===== src/rtl/phfc_pkg.sv =====
package phfc_pkg;

  // Fixed field widths.
  localparam int unsigned TEMP_W     = 13;
  localparam int unsigned TIME_W     = 32;
  localparam int unsigned KDUR_W     = 16;
  localparam int unsigned CFG_DATA_W = 16;
  localparam int unsigned CFG_IDX_W  = 3;

  // Curve corners in 1/16 degree C: 25 C and 60 C.
  localparam logic signed [TEMP_W-1:0] T_LOW  = 13'sd400;
  localparam logic signed [TEMP_W-1:0] T_HIGH = 13'sd960;

  // Offset above the lower corner fits in ten bits (at most 559).
  localparam int unsigned DIFF_W = 10;

  // The curve span of 560 is split as 16 * 35: a shift, then a reciprocal multiply.
  localparam int unsigned CURVE_SHIFT = 4;
  localparam int unsigned Curve_Div   = 35;
  localparam int unsigned DIV_GUARD   = 6;

  // Register reset values.
  localparam logic signed [TEMP_W-1:0] RST_ON_TH  = 13'sd640;
  localparam logic signed [TEMP_W-1:0] RST_OFF_TH = 13'sd560;
  localparam logic [CFG_DATA_W-1:0] RST_DUTY_MIN  = 16'd256;
  localparam logic [CFG_DATA_W-1:0] RST_DUTY_MAX  = 16'd1023;
  localparam logic [KDUR_W-1:0]     RST_KICK_DUR  = 16'd2000;
  localparam logic [CFG_DATA_W-1:0] RST_KICK_DUTY = 16'd1023;

  // Register indexes on the configuration port.
  typedef enum logic [CFG_IDX_W-1:0] {
    REG_ON_TH         = 3'd0,
    REG_OFF_TH        = 3'd1,
    REG_DUTY_MIN      = 3'd2,
    REG_DUTY_MAX_NORM = 3'd3,
    REG_DUTY_MAX_BNCH = 3'd4,
    REG_KICK_DUR      = 3'd5,
    REG_KICK_DUTY     = 3'd6
  } cfg_idx_e;

  // Decisions passed from the control stage to the curve stage.
  typedef struct packed {
    logic pump_on;
    logic kicking;
    logic bench;
    logic clamp_lo;
    logic clamp_hi;
  } phfc_flags_t;

endpackage


===== src/rtl/phfc_regs.sv =====
module phfc_regs #(
  parameter int unsigned DUTY_BITS = 10
) (
  input  logic                                 clk_i,
  input  logic                                 rst_ni,
  input  logic                                 cfg_we_i,
  input  logic [phfc_pkg::CFG_IDX_W-1:0]       cfg_idx_i,
  input  logic [phfc_pkg::CFG_DATA_W-1:0]      cfg_data_i,
  output logic signed [phfc_pkg::TEMP_W-1:0]   on_th_o,
  output logic signed [phfc_pkg::TEMP_W-1:0]   off_th_o,
  output logic [DUTY_BITS-1:0]                 duty_min_o,
  output logic [DUTY_BITS-1:0]                 duty_max_norm_o,
  output logic [DUTY_BITS-1:0]                 duty_max_bnch_o,
  output logic [phfc_pkg::KDUR_W-1:0]          kick_dur_o,
  output logic [DUTY_BITS-1:0]                 kick_duty_o
);
  import phfc_pkg::*;

  logic signed [TEMP_W-1:0] on_th_q, off_th_q;
  logic [DUTY_BITS-1:0]     duty_min_q, duty_max_norm_q, duty_max_bnch_q, kick_duty_q;
  logic [KDUR_W-1:0]        kick_dur_q;

  // Register writes; values are truncated to the register width.
  always_ff @(posedge clk_i or negedge rst_ni) begin
    if (!rst_ni) begin
      on_th_q         <= RST_ON_TH;
      off_th_q        <= RST_OFF_TH;
      duty_min_q      <= RST_DUTY_MIN[DUTY_BITS-1:0];
      duty_max_norm_q <= RST_DUTY_MAX[DUTY_BITS-1:0];
      duty_max_bnch_q <= RST_DUTY_MAX[DUTY_BITS-1:0];
      kick_dur_q      <= RST_KICK_DUR;
      kick_duty_q     <= RST_KICK_DUTY[DUTY_BITS-1:0];
    end else if (cfg_we_i) begin
      unique case (cfg_idx_e'(cfg_idx_i))
        REG_ON_TH:         on_th_q         <= signed'(cfg_data_i[TEMP_W-1:0]);
        REG_OFF_TH:        off_th_q        <= signed'(cfg_data_i[TEMP_W-1:0]);
        REG_DUTY_MIN:      duty_min_q      <= cfg_data_i[DUTY_BITS-1:0];
        REG_DUTY_MAX_NORM: duty_max_norm_q <= cfg_data_i[DUTY_BITS-1:0];
        REG_DUTY_MAX_BNCH: duty_max_bnch_q <= cfg_data_i[DUTY_BITS-1:0];
        REG_KICK_DUR:      kick_dur_q      <= cfg_data_i[KDUR_W-1:0];
        REG_KICK_DUTY:     kick_duty_q     <= cfg_data_i[DUTY_BITS-1:0];
        default: ;
      endcase
    end
  end

  assign on_th_o         = on_th_q;
  assign off_th_o        = off_th_q;
  assign duty_min_o      = duty_min_q;
  assign duty_max_norm_o = duty_max_norm_q;
  assign duty_max_bnch_o = duty_max_bnch_q;
  assign kick_dur_o      = kick_dur_q;
  assign kick_duty_o     = kick_duty_q;

endmodule


===== src/rtl/phfc_ctrl.sv =====
module phfc_ctrl #(
  parameter int unsigned DUTY_BITS = 10
) (
  input  logic                                clk_i,
  input  logic                                rst_ni,
  input  logic                                load_i,
  input  logic signed [phfc_pkg::TEMP_W-1:0]  temp_i,
  input  logic [phfc_pkg::TIME_W-1:0]         now_i,
  input  logic                                my_i,
  input  logic signed [phfc_pkg::TEMP_W-1:0]  on_th_i,
  input  logic signed [phfc_pkg::TEMP_W-1:0]  off_th_i,
  input  logic [phfc_pkg::KDUR_W-1:0]         kick_dur_i,
  input  logic [DUTY_BITS-1:0]                duty_min_i,
  input  logic [DUTY_BITS-1:0]                duty_max_norm_i,
  input  logic [DUTY_BITS-1:0]                duty_max_bnch_i,
  output phfc_pkg::phfc_flags_t               flags_o,
  output logic signed [DUTY_BITS+10:0]        prod_o
);
  import phfc_pkg::*;

  localparam int unsigned PROD_W = DUTY_BITS + 11;

  logic              on_q, on_d;
  logic              kick_q, kick_d;
  logic [TIME_W-1:0] kick_start_q, kick_start_d;
  logic [TIME_W-1:0] elapsed;
  logic              kicking;

  logic [DUTY_BITS-1:0]      duty_hi;
  logic signed [DUTY_BITS:0] span;
  logic [TEMP_W-1:0]         diff_full;
  logic signed [DIFF_W:0]    diff_s;
  logic signed [PROD_W-1:0]  prod_d;

  phfc_flags_t              flags_d, flags_q;
  logic signed [PROD_W-1:0] prod_q;

  // Hysteresis and kickstart update for the item being loaded.
  always_comb begin
    on_d         = on_q;
    kick_d       = kick_q;
    kick_start_d = kick_start_q;
    if (!on_q) begin
      if (temp_i > on_th_i) begin
        on_d         = 1'b1;
        kick_d       = 1'b1;
        kick_start_d = now_i;
      end
    end else if (temp_i < off_th_i) begin
      on_d   = 1'b0;
      kick_d = 1'b0;
    end
    elapsed = now_i - kick_start_d;
    kicking = on_d && kick_d && (elapsed < {{(TIME_W-KDUR_W){1'b0}}, kick_dur_i});
    if (on_d && kick_d && !kicking) begin
      kick_d = 1'b0;
    end
  end

  // Curve product: offset above the lower corner times the signed duty span.
  always_comb begin
    duty_hi   = my_i ? duty_max_bnch_i : duty_max_norm_i;
    span      = signed'({1'b0, duty_hi}) - signed'({1'b0, duty_min_i});
    diff_full = unsigned'(temp_i - T_LOW);
    diff_s    = signed'({1'b0, diff_full[DIFF_W-1:0]});
    prod_d    = PROD_W'(diff_s) * PROD_W'(span);
  end

  always_comb begin
    flags_d.pump_on  = on_d;
    flags_d.kicking  = kicking;
    flags_d.bench    = my_i;
    flags_d.clamp_lo = (temp_i <= T_LOW);
    flags_d.clamp_hi = (temp_i >= T_HIGH);
  end

  // Block state.
  always_ff @(posedge clk_i or negedge rst_ni) begin
    if (!rst_ni) begin
      on_q         <= 1'b0;
      kick_q       <= 1'b0;
      kick_start_q <= '0;
    end else if (load_i) begin
      on_q         <= on_d;
      kick_q       <= kick_d;
      kick_start_q <= kick_start_d;
    end
  end

  // Stage register toward the curve stage.
  always_ff @(posedge clk_i) begin
    if (load_i) begin
      flags_q <= flags_d;
      prod_q  <= prod_d;
    end
  end

  assign flags_o = flags_q;
  assign prod_o  = prod_q;

endmodule


===== src/rtl/phfc_curve.sv =====
module phfc_curve #(
  parameter int unsigned DUTY_BITS = 10
) (
  input  logic                         clk_i,
  input  logic                         load_i,
  input  phfc_pkg::phfc_flags_t        flags_i,
  input  logic signed [DUTY_BITS+10:0] prod_i,
  input  logic [DUTY_BITS-1:0]         duty_min_i,
  input  logic [DUTY_BITS-1:0]         duty_max_norm_i,
  input  logic [DUTY_BITS-1:0]         duty_max_bnch_i,
  input  logic [DUTY_BITS-1:0]         kick_duty_i,
  output logic [DUTY_BITS-1:0]         duty_o,
  output logic                         pump_on_o,
  output logic                         kicking_o
);
  import phfc_pkg::*;

  localparam int unsigned PROD_W = DUTY_BITS + 11;
  // Magnitude of the product stays below 2^(DUTY_BITS+10).
  localparam int unsigned MAG_W  = DUTY_BITS + 10;
  localparam int unsigned Y_W    = MAG_W - CURVE_SHIFT;
  localparam int unsigned SH     = Y_W + DIV_GUARD;
  localparam int unsigned RCP_W  = SH - 4;
  localparam int unsigned FULL_W = Y_W + RCP_W;
  // Rounded-up reciprocal; exact floor division for every Y_W-bit value.
  localparam logic [RCP_W-1:0] RECIP =
    RCP_W'(((64'd1 << SH) + 64'(Curve_Div) - 64'd1) / 64'(Curve_Div));

  logic                      neg;
  logic [PROD_W-1:0]         mag;
  logic [Y_W-1:0]            y;
  logic [FULL_W-1:0]         full;
  logic [DUTY_BITS-1:0]      quo;
  logic [DUTY_BITS-1:0]      duty_hi;
  logic signed [DUTY_BITS:0] curve_s;
  logic [DUTY_BITS-1:0]      duty_d;

  // Truncating division of the product by the curve span, then the offset.
  always_comb begin
    neg     = prod_i[PROD_W-1];
    mag     = neg ? unsigned'(-prod_i) : unsigned'(prod_i);
    y       = mag[MAG_W-1:CURVE_SHIFT];
    full    = FULL_W'(y) * FULL_W'(RECIP);
    quo     = full[SH+DUTY_BITS-1:SH];
    curve_s = neg ? signed'({1'b0, duty_min_i}) - signed'({1'b0, quo})
                  : signed'({1'b0, duty_min_i}) + signed'({1'b0, quo});
  end

  // Output selection: off, kickstart, clamps, then the curve.
  always_comb begin
    duty_hi = flags_i.bench ? duty_max_bnch_i : duty_max_norm_i;
    if (!flags_i.pump_on) begin
      duty_d = '0;
    end else if (flags_i.kicking) begin
      duty_d = kick_duty_i;
    end else if (flags_i.clamp_lo) begin
      duty_d = duty_min_i;
    end else if (flags_i.clamp_hi) begin
      duty_d = duty_hi;
    end else begin
      duty_d = curve_s[DUTY_BITS-1:0];
    end
  end

  // Result register.
  always_ff @(posedge clk_i) begin
    if (load_i) begin
      duty_o    <= duty_d;
      pump_on_o <= flags_i.pump_on;
      kicking_o <= flags_i.kicking;
    end
  end

endmodule


===== src/rtl/pump_hysteresis_fan_curve.sv =====
// Pump fan-curve controller with on/off hysteresis and kickstart. Each input
// transaction carries one temperature sample, a millisecond timestamp and a
// benchmark flag and yields exactly one output transaction with the PWM duty.
// The block takes one transaction per cycle while the output side does not
// stall. The input register loads at the accepting edge. The control stage
// (hysteresis, kickstart timing and the curve multiply) adds one register. The
// curve stage (reciprocal division and output register) adds another, so the
// result passes through the input, control and curve registers in that order.
// Stalls on the output side back up through the three stages, so up to three
// transactions are held in flight. Registers must be written only while the
// block holds no transaction; the block itself does not enforce this.
module pump_hysteresis_fan_curve #(
  parameter int unsigned DUTY_BITS = 10
) (
  input  logic                                    clk_i,
  input  logic                                    rst_ni,
  // Configuration writes.
  input  logic                                    cfg_we_i,
  input  logic [phfc_pkg::CFG_IDX_W-1:0]          cfg_idx_i,
  input  logic [phfc_pkg::CFG_DATA_W-1:0]         cfg_data_i,
  // Sample stream.
  input  logic                                    s_axis_tvalid,
  output logic                                    s_axis_tready,
  // temperature [12:0], now_ms [44:13], my_mode [45], zero [47:46]
  input  logic [47:0]                             s_axis_tdata,
  // Duty stream.
  output logic                                    m_axis_tvalid,
  input  logic                                    m_axis_tready,
  // duty [DUTY_BITS-1:0], pump_on [DUTY_BITS], kicking [DUTY_BITS+1], zero fill
  output logic [((DUTY_BITS+2+7)/8)*8-1:0]        m_axis_tdata
);
  import phfc_pkg::*;

  localparam int unsigned OUT_W = ((DUTY_BITS + 2 + 7) / 8) * 8;

  logic signed [TEMP_W-1:0] on_th, off_th;
  logic [DUTY_BITS-1:0]     duty_min, duty_max_norm, duty_max_bnch, kick_duty;
  logic [KDUR_W-1:0]        kick_dur;

  logic v0_q, v1_q, v2_q;
  logic load0, load1, load2;
  logic free0, free1, free2;

  logic signed [TEMP_W-1:0] temp_q;
  logic [TIME_W-1:0]        now_q;
  logic                     my_q;

  phfc_flags_t                  flags;
  logic signed [DUTY_BITS+10:0] prod;
  logic [DUTY_BITS-1:0]         out_duty;
  logic                         out_pump_on;
  logic                         out_kicking;

  phfc_regs #(.DUTY_BITS(DUTY_BITS)) u_regs (
    .clk_i           (clk_i),
    .rst_ni          (rst_ni),
    .cfg_we_i        (cfg_we_i),
    .cfg_idx_i       (cfg_idx_i),
    .cfg_data_i      (cfg_data_i),
    .on_th_o         (on_th),
    .off_th_o        (off_th),
    .duty_min_o      (duty_min),
    .duty_max_norm_o (duty_max_norm),
    .duty_max_bnch_o (duty_max_bnch),
    .kick_dur_o      (kick_dur),
    .kick_duty_o     (kick_duty)
  );

  // Pipeline advance: a stage loads when it is empty or its content moves on.
  assign free2 = !v2_q || m_axis_tready;
  assign load2 = v1_q && free2;
  assign free1 = !v1_q || load2;
  assign load1 = v0_q && free1;
  assign free0 = !v0_q || load1;
  assign load0 = s_axis_tvalid && free0;

  assign s_axis_tready = free0;
  assign m_axis_tvalid = v2_q;

  always_ff @(posedge clk_i or negedge rst_ni) begin
    if (!rst_ni) begin
      v0_q <= 1'b0;
      v1_q <= 1'b0;
      v2_q <= 1'b0;
    end else begin
      if (free0) begin
        v0_q <= s_axis_tvalid;
      end
      if (free1) begin
        v1_q <= v0_q;
      end
      if (free2) begin
        v2_q <= v1_q;
      end
    end
  end

  // Input register.
  always_ff @(posedge clk_i) begin
    if (load0) begin
      temp_q  <= signed'(s_axis_tdata[TEMP_W-1:0]);
      now_q   <= s_axis_tdata[TEMP_W +: TIME_W];
      my_q <= s_axis_tdata[TEMP_W+TIME_W];
    end
  end

  phfc_ctrl #(.DUTY_BITS(DUTY_BITS)) u_ctrl (
    .clk_i           (clk_i),
    .rst_ni          (rst_ni),
    .load_i          (load1),
    .temp_i          (temp_q),
    .now_i           (now_q),
    .my_i         (my_q),
    .on_th_i         (on_th),
    .off_th_i        (off_th),
    .kick_dur_i      (kick_dur),
    .duty_min_i      (duty_min),
    .duty_max_norm_i (duty_max_norm),
    .duty_max_bnch_i (duty_max_bnch),
    .flags_o         (flags),
    .prod_o          (prod)
  );

  phfc_curve #(.DUTY_BITS(DUTY_BITS)) u_curve (
    .clk_i           (clk_i),
    .load_i          (load2),
    .flags_i         (flags),
    .prod_i          (prod),
    .duty_min_i      (duty_min),
    .duty_max_norm_i (duty_max_norm),
    .duty_max_bnch_i (duty_max_bnch),
    .kick_duty_i     (kick_duty),
    .duty_o          (out_duty),
    .pump_on_o       (out_pump_on),
    .kicking_o       (out_kicking)
  );

  assign m_axis_tdata = OUT_W'({out_kicking, out_pump_on, out_duty});

`ifndef ASSERT_OFF
  // A pump that is off drives no duty.
  a_off_zero_duty: assert property (@(posedge clk_i) disable iff (!rst_ni)
    m_axis_tvalid && !out_pump_on |-> out_duty == '0)
    else $error("duty nonzero while pump is off");

  // Kickstart is only reported while the pump is on.
  a_kick_needs_on: assert property (@(posedge clk_i) disable iff (!rst_ni)
    m_axis_tvalid && out_kicking |-> out_pump_on)
    else $error("kickstart reported with pump off");

  // The input side stalls only when every stage holds a transaction.
  a_stall_full: assert property (@(posedge clk_i) disable iff (!rst_ni)
    !s_axis_tready |-> v0_q && v1_q && v2_q)
    else $error("input stalled with a free pipeline stage");
`endif

endmodule

===== config.mk =====
export PLATFORM = sky130hd
export DESIGN_NAME = pump_hysteresis_fan_curve
export DESIGN_NICKNAME = d
export VERILOG_FILES = /design/src/rtl/phfc_pkg.sv /design/src/rtl/phfc_regs.sv /design/src/rtl/phfc_ctrl.sv /design/src/rtl/phfc_curve.sv /design/src/rtl/pump_hysteresis_fan_curve.sv
export SDC_FILE = /design/constraint.sdc
export NUM_CORES = 1
export LEC_CHECK = 0
export ABC_CLOCK_PERIOD_IN_PS = 11000
export BUFFER_PORTS_ARGS = -buffer_cell sky130_fd_sc_hd__buf_2
export CAP_MARGIN = 20
export CORE_MARGIN = 1.5
export CORE_UTILIZATION = 58
export CTS_CLUSTER_SIZE = 14
export DETAILED_ROUTE_END_ITERATION = 10
export GPL_TIMING_DRIVEN = 0
export PLACE_DENSITY = 0.77
export SLEW_MARGIN = 10
export SYNTH_ARGS = -nofsm -noshare
export SYNTH_HDL_FRONTEND = slang
export SYNTH_SLANG_ARGS = --single-unit

===== constraint.sdc =====
create_clock -name clk_i -period 11 [get_ports clk_i]
set_input_delay 1.65 -clock clk_i [delete_from_list [all_inputs] [get_ports clk_i]]
set_output_delay 1.65 -clock clk_i [all_outputs]
set_load 0.02 [all_outputs]

==> metrics <==
run status=completed; Root Buffer=clkbuf_16; Slew headroom=0.322; Final Setup Violations=0; Avg Cell Area, Syn=10.0 um^2; register clock-pin slew on the reported worst setup and hold paths=0.06 ns; share of layout cells above drive strength 1=0.148; CTS Buffer Depth=3; nets=2527; CTS sink count=a little over 200; via count=around 14000; total gr overflow=0; Slew Viols, Final=0; area grow syn2layout=10.4%; Min Hold Slack=0.455 ns; drt drc=0; first-pass GRT wire length=70000 um; worst hold path class=reg2reg; most frequently used flop master after synthesis=edfxtp_1; CP Data Required Time=11.24 ns; Die Y=186 um; synth unique cells=67; Antenna Nets Post-Route=0; CP Launch Type=flop; Syn Inst Count=1934; Worst EP arrival=10.94 ns; Post-Syn Area=19400 um^2; pin count of the biggest net entering global routing=92; number of synthesized flops with an enable pin=84; crit-path max cell delay=0.60 ns; number of port buffers=83; FP Rows=66; Placeable Area=32700 um^2; die area=~35000 um^2; post-synthesis xor/xnor area fraction=0.0438; sequential fraction of the synthesis area=0.286; fin crit share=0.972; Synth Area in Compound Gates=0.103; CP Class=reg2reg; drt via density=5.61; slew at the pin with the worst max-slew slack=a little over 1 ns; Starting Density=0.594; Setup Skew=roughly 0.018 ns; Max-Cap Viols=0; GP Congestion=just under 1; filler cell count=2567; main combinational cell family by area after synthesis=adder cells; Layout Cells excl Fill=2516; adder-cell share of the synthesized area=0.312; simple-gate share of the synthesized area=0.107; Critical Path Sink Type=flop; Worst-Skew Late Latency=around 0.53 ns; CTS tree=done; Hold-fix buffers, CTS=0; synth warn=0; Die W=186 um; DP Wirelength=~34000 um; final wirelength=roughly 42000 um; initial antenna violation count=2; CP max FO=8; Post-synth ARST share=0.586; Routed WL per cell=16.9 um; drt pass-1 iters=5; Hold Fails Final Rpt=0; CTS HTree Levels=1; f_max=~94 MHz; Num CTS Buffers=25; vias in the first global route=between 10000 and 15000; GR Util All Layers=0.256; Iteration-0 DRC Markers=833; IO Pins=90; FF+latch count, synth=203; placed instance count=around 2500; mux contribution to synthesized area=0.0761; Final Critical Period=10.70 ns; crit path max-delay cell type=or4_4
==> metrics by stage <==
stage / worst slack [ns] / instance area (um^2) / setup TNS, ns / util
after global routing: -0.112 / 21400 / -0.112 / 0.655
after global placement: -0.322 / 20400 / -0.322 / 0.623
after detailed placement: -0.496 / 20400 / -0.496 / 0.625
after CTS: 0.0228 / 21300 / 0 / 0.651
final: 0.305 / 21400 / 0 / 0.655
after floorplan: 0.765 / 19400 / 0 / -
==> what timing repair did <==
item                                   4_1_cts  5_1_grt
setup endpoints to repair                    1        3
endpoints found under the hold margin        0        0
gates resized for setup                      8       21
pin swaps                                    0        5
buffers inserted                             0        6
==> cell families (layout without fill, tap and decap cells) <==
| family | after synthesis | in the layout |
|---|---|---|
| xor+xnor | 97 | 97 |
| fa+ha+maj | 400 | 400 |
| simple gates | 415 | 415 |
| flops | 203 | 203 |
| buf+inv | 362 | 498 |
| compound gates | 320 | 320 |
| other cells | 1 | 5 |
| mux | 136 | 136 |
==> worst max-delay path: cells and delay by family, from the launching register on <==
| kind | cells | cell delay (ns) |
|---|---|---|
| and+or+nand+nor | 16 | 4.62 |
| adders and majority gates | 6 | 2.76 |
| AOI/OAI and AO/OA | 10 | 1.72 |
| xor gates and xnor gates | 4 | 0.64 |
| DFF | 1 | 0.39 |
| buffers and inverters | 4 | 0.26 |
==> final cells by class <==
| class | count | area, um^2 | area share |
|---|---|---|---|
| flip-flops and latches | 203 | 5550 | 0.259 |
| diodes | 1 | 2.50 | 0.000117 |
| clock inverters | 10 | 61.3 | 0.00286 |
| well taps | 442 | 553 | 0.0258 |
| repair buffers | 91 | 514 | 0.0240 |
| clock buffers | 35 | 739 | 0.0345 |
| inverters | 312 | 1170 | 0.0548 |
| multi-input cells | 1372 | 12600 | 0.588 |
| plain buffers | 50 | 220 | 0.0103 |
==> registers in the layout (all words and copies together) (netlist names), 10 cells and up <==
register	flops
u_curve.duty_o	10
u_regs.kick_duty_o	10
u_regs.duty_max_norm_o	10
temp_q	13
u_regs.kick_dur_o	16
u_ctrl.kick_start_q	32
u_regs.duty_min_o	10
u_regs.duty_max_bnch_o	10
u_regs.off_th_o	13
u_regs.on_th_o	13
now_q	32
u_ctrl.prod_o	21
==> placed cells by master (no fill, tap or decap), types with 24 or more instances in the layout <==
cell	n
xnor2_1	59
mux2_2	92
ha_1	261
dfrtp_1	77
nor2b_1	25
clkbuf_1	43
nand2b_1	27
o21ai_0	92
mux2i_1	44
dfstp_2	42
and2_1	47
inv_1	308
clkbuf_16	27
nand2_1	146
fa_1	139
xor2_1	31
a21oi_1	84
a21o_1	24
edfxtp_1	84
buf_2	82
nor2_1	68
==> path summary, 6_finish.rpt <==
path	to	slack [ns]	startpoint	cells past startpoint
max in group asynchronous	u_regs.kick_dur_o[4]	9.21	rst_ni	2
setup reg to reg	u_curve.duty_o[9]	0.30	u_ctrl.prod_o[2]	40
hold / removal	u_ctrl.flags_o[2]	0.46	my_q	0
hold reg to reg	u_ctrl.flags_o[2]	0.46	my_q	0
setup / recovery	u_curve.duty_o[9]	0.30	u_ctrl.prod_o[2]	40
min in group asynchronous	u_ctrl.kick_start_q[22]	1.00	rst_ni	1
==> Yosys cell counts, types with 4 or more instances <==
cell | count | area, um^2
a21o_1 | 24 | 180
xor2_1 | 33 | 289
o31ai_1 | 10 | 75.1
a2111oi_0 | 5 | 43.8
a31oi_1 | 10 | 62.6
mux2i_1 | 44 | 440
clkbuf_1 | 39 | 146
fa_1 | 139 | 2780
buf_1 | 4 | 15.0
a211o_1 | 7 | 61.3
and2_1 | 49 | 307
nor2b_1 | 25 | 156
o211a_1 | 6 | 60.1
o2111ai_1 | 7 | 61.3
xnor2_1 | 64 | 561
inv_1 | 310 | 1160
nand3_1 | 17 | 85.1
or4_4 | 4 | 45.0
nand2b_1 | 27 | 169
or2_2 | 5 | 31.3
dfrtp_1 | 77 | 1930
or3_1 | 5 | 31.3
o21bai_1 | 11 | 82.6
nor2_1 | 69 | 259
nand4_1 | 18 | 113
dfstp_2 | 42 | 1100
o21ai_0 | 96 | 480
a21boi_0 | 8 | 60.1
o21a_1 | 11 | 82.6
nand2_1 | 147 | 552
nor4_1 | 8 | 50.1
nor3_1 | 15 | 75.1
a211oi_1 | 10 | 75.1
ha_1 | 261 | 3270
mux2_2 | 92 | 1040
edfxtp_1 | 84 | 2520
a21oi_1 | 85 | 425
buf_4 | 6 | 45.0
o211ai_1 | 7 | 52.6
and3_1 | 7 | 43.8
==> metal layers <==
layer / share of wire / up-vias / global-route usage
li1: - / 6779 / -
met5: 0.00024 / - / 0
met1: 0.45 / 6889 / 0.348
met4: 0.023 / 2 / 0.0681
met2: 0.47 / 364 / 0.429
met3: 0.054 / 74 / 0.0383
Power is left out: the tool's default activity adds up to more than one toggle a clock period on the data nets, which glitch-free logic cannot reach.
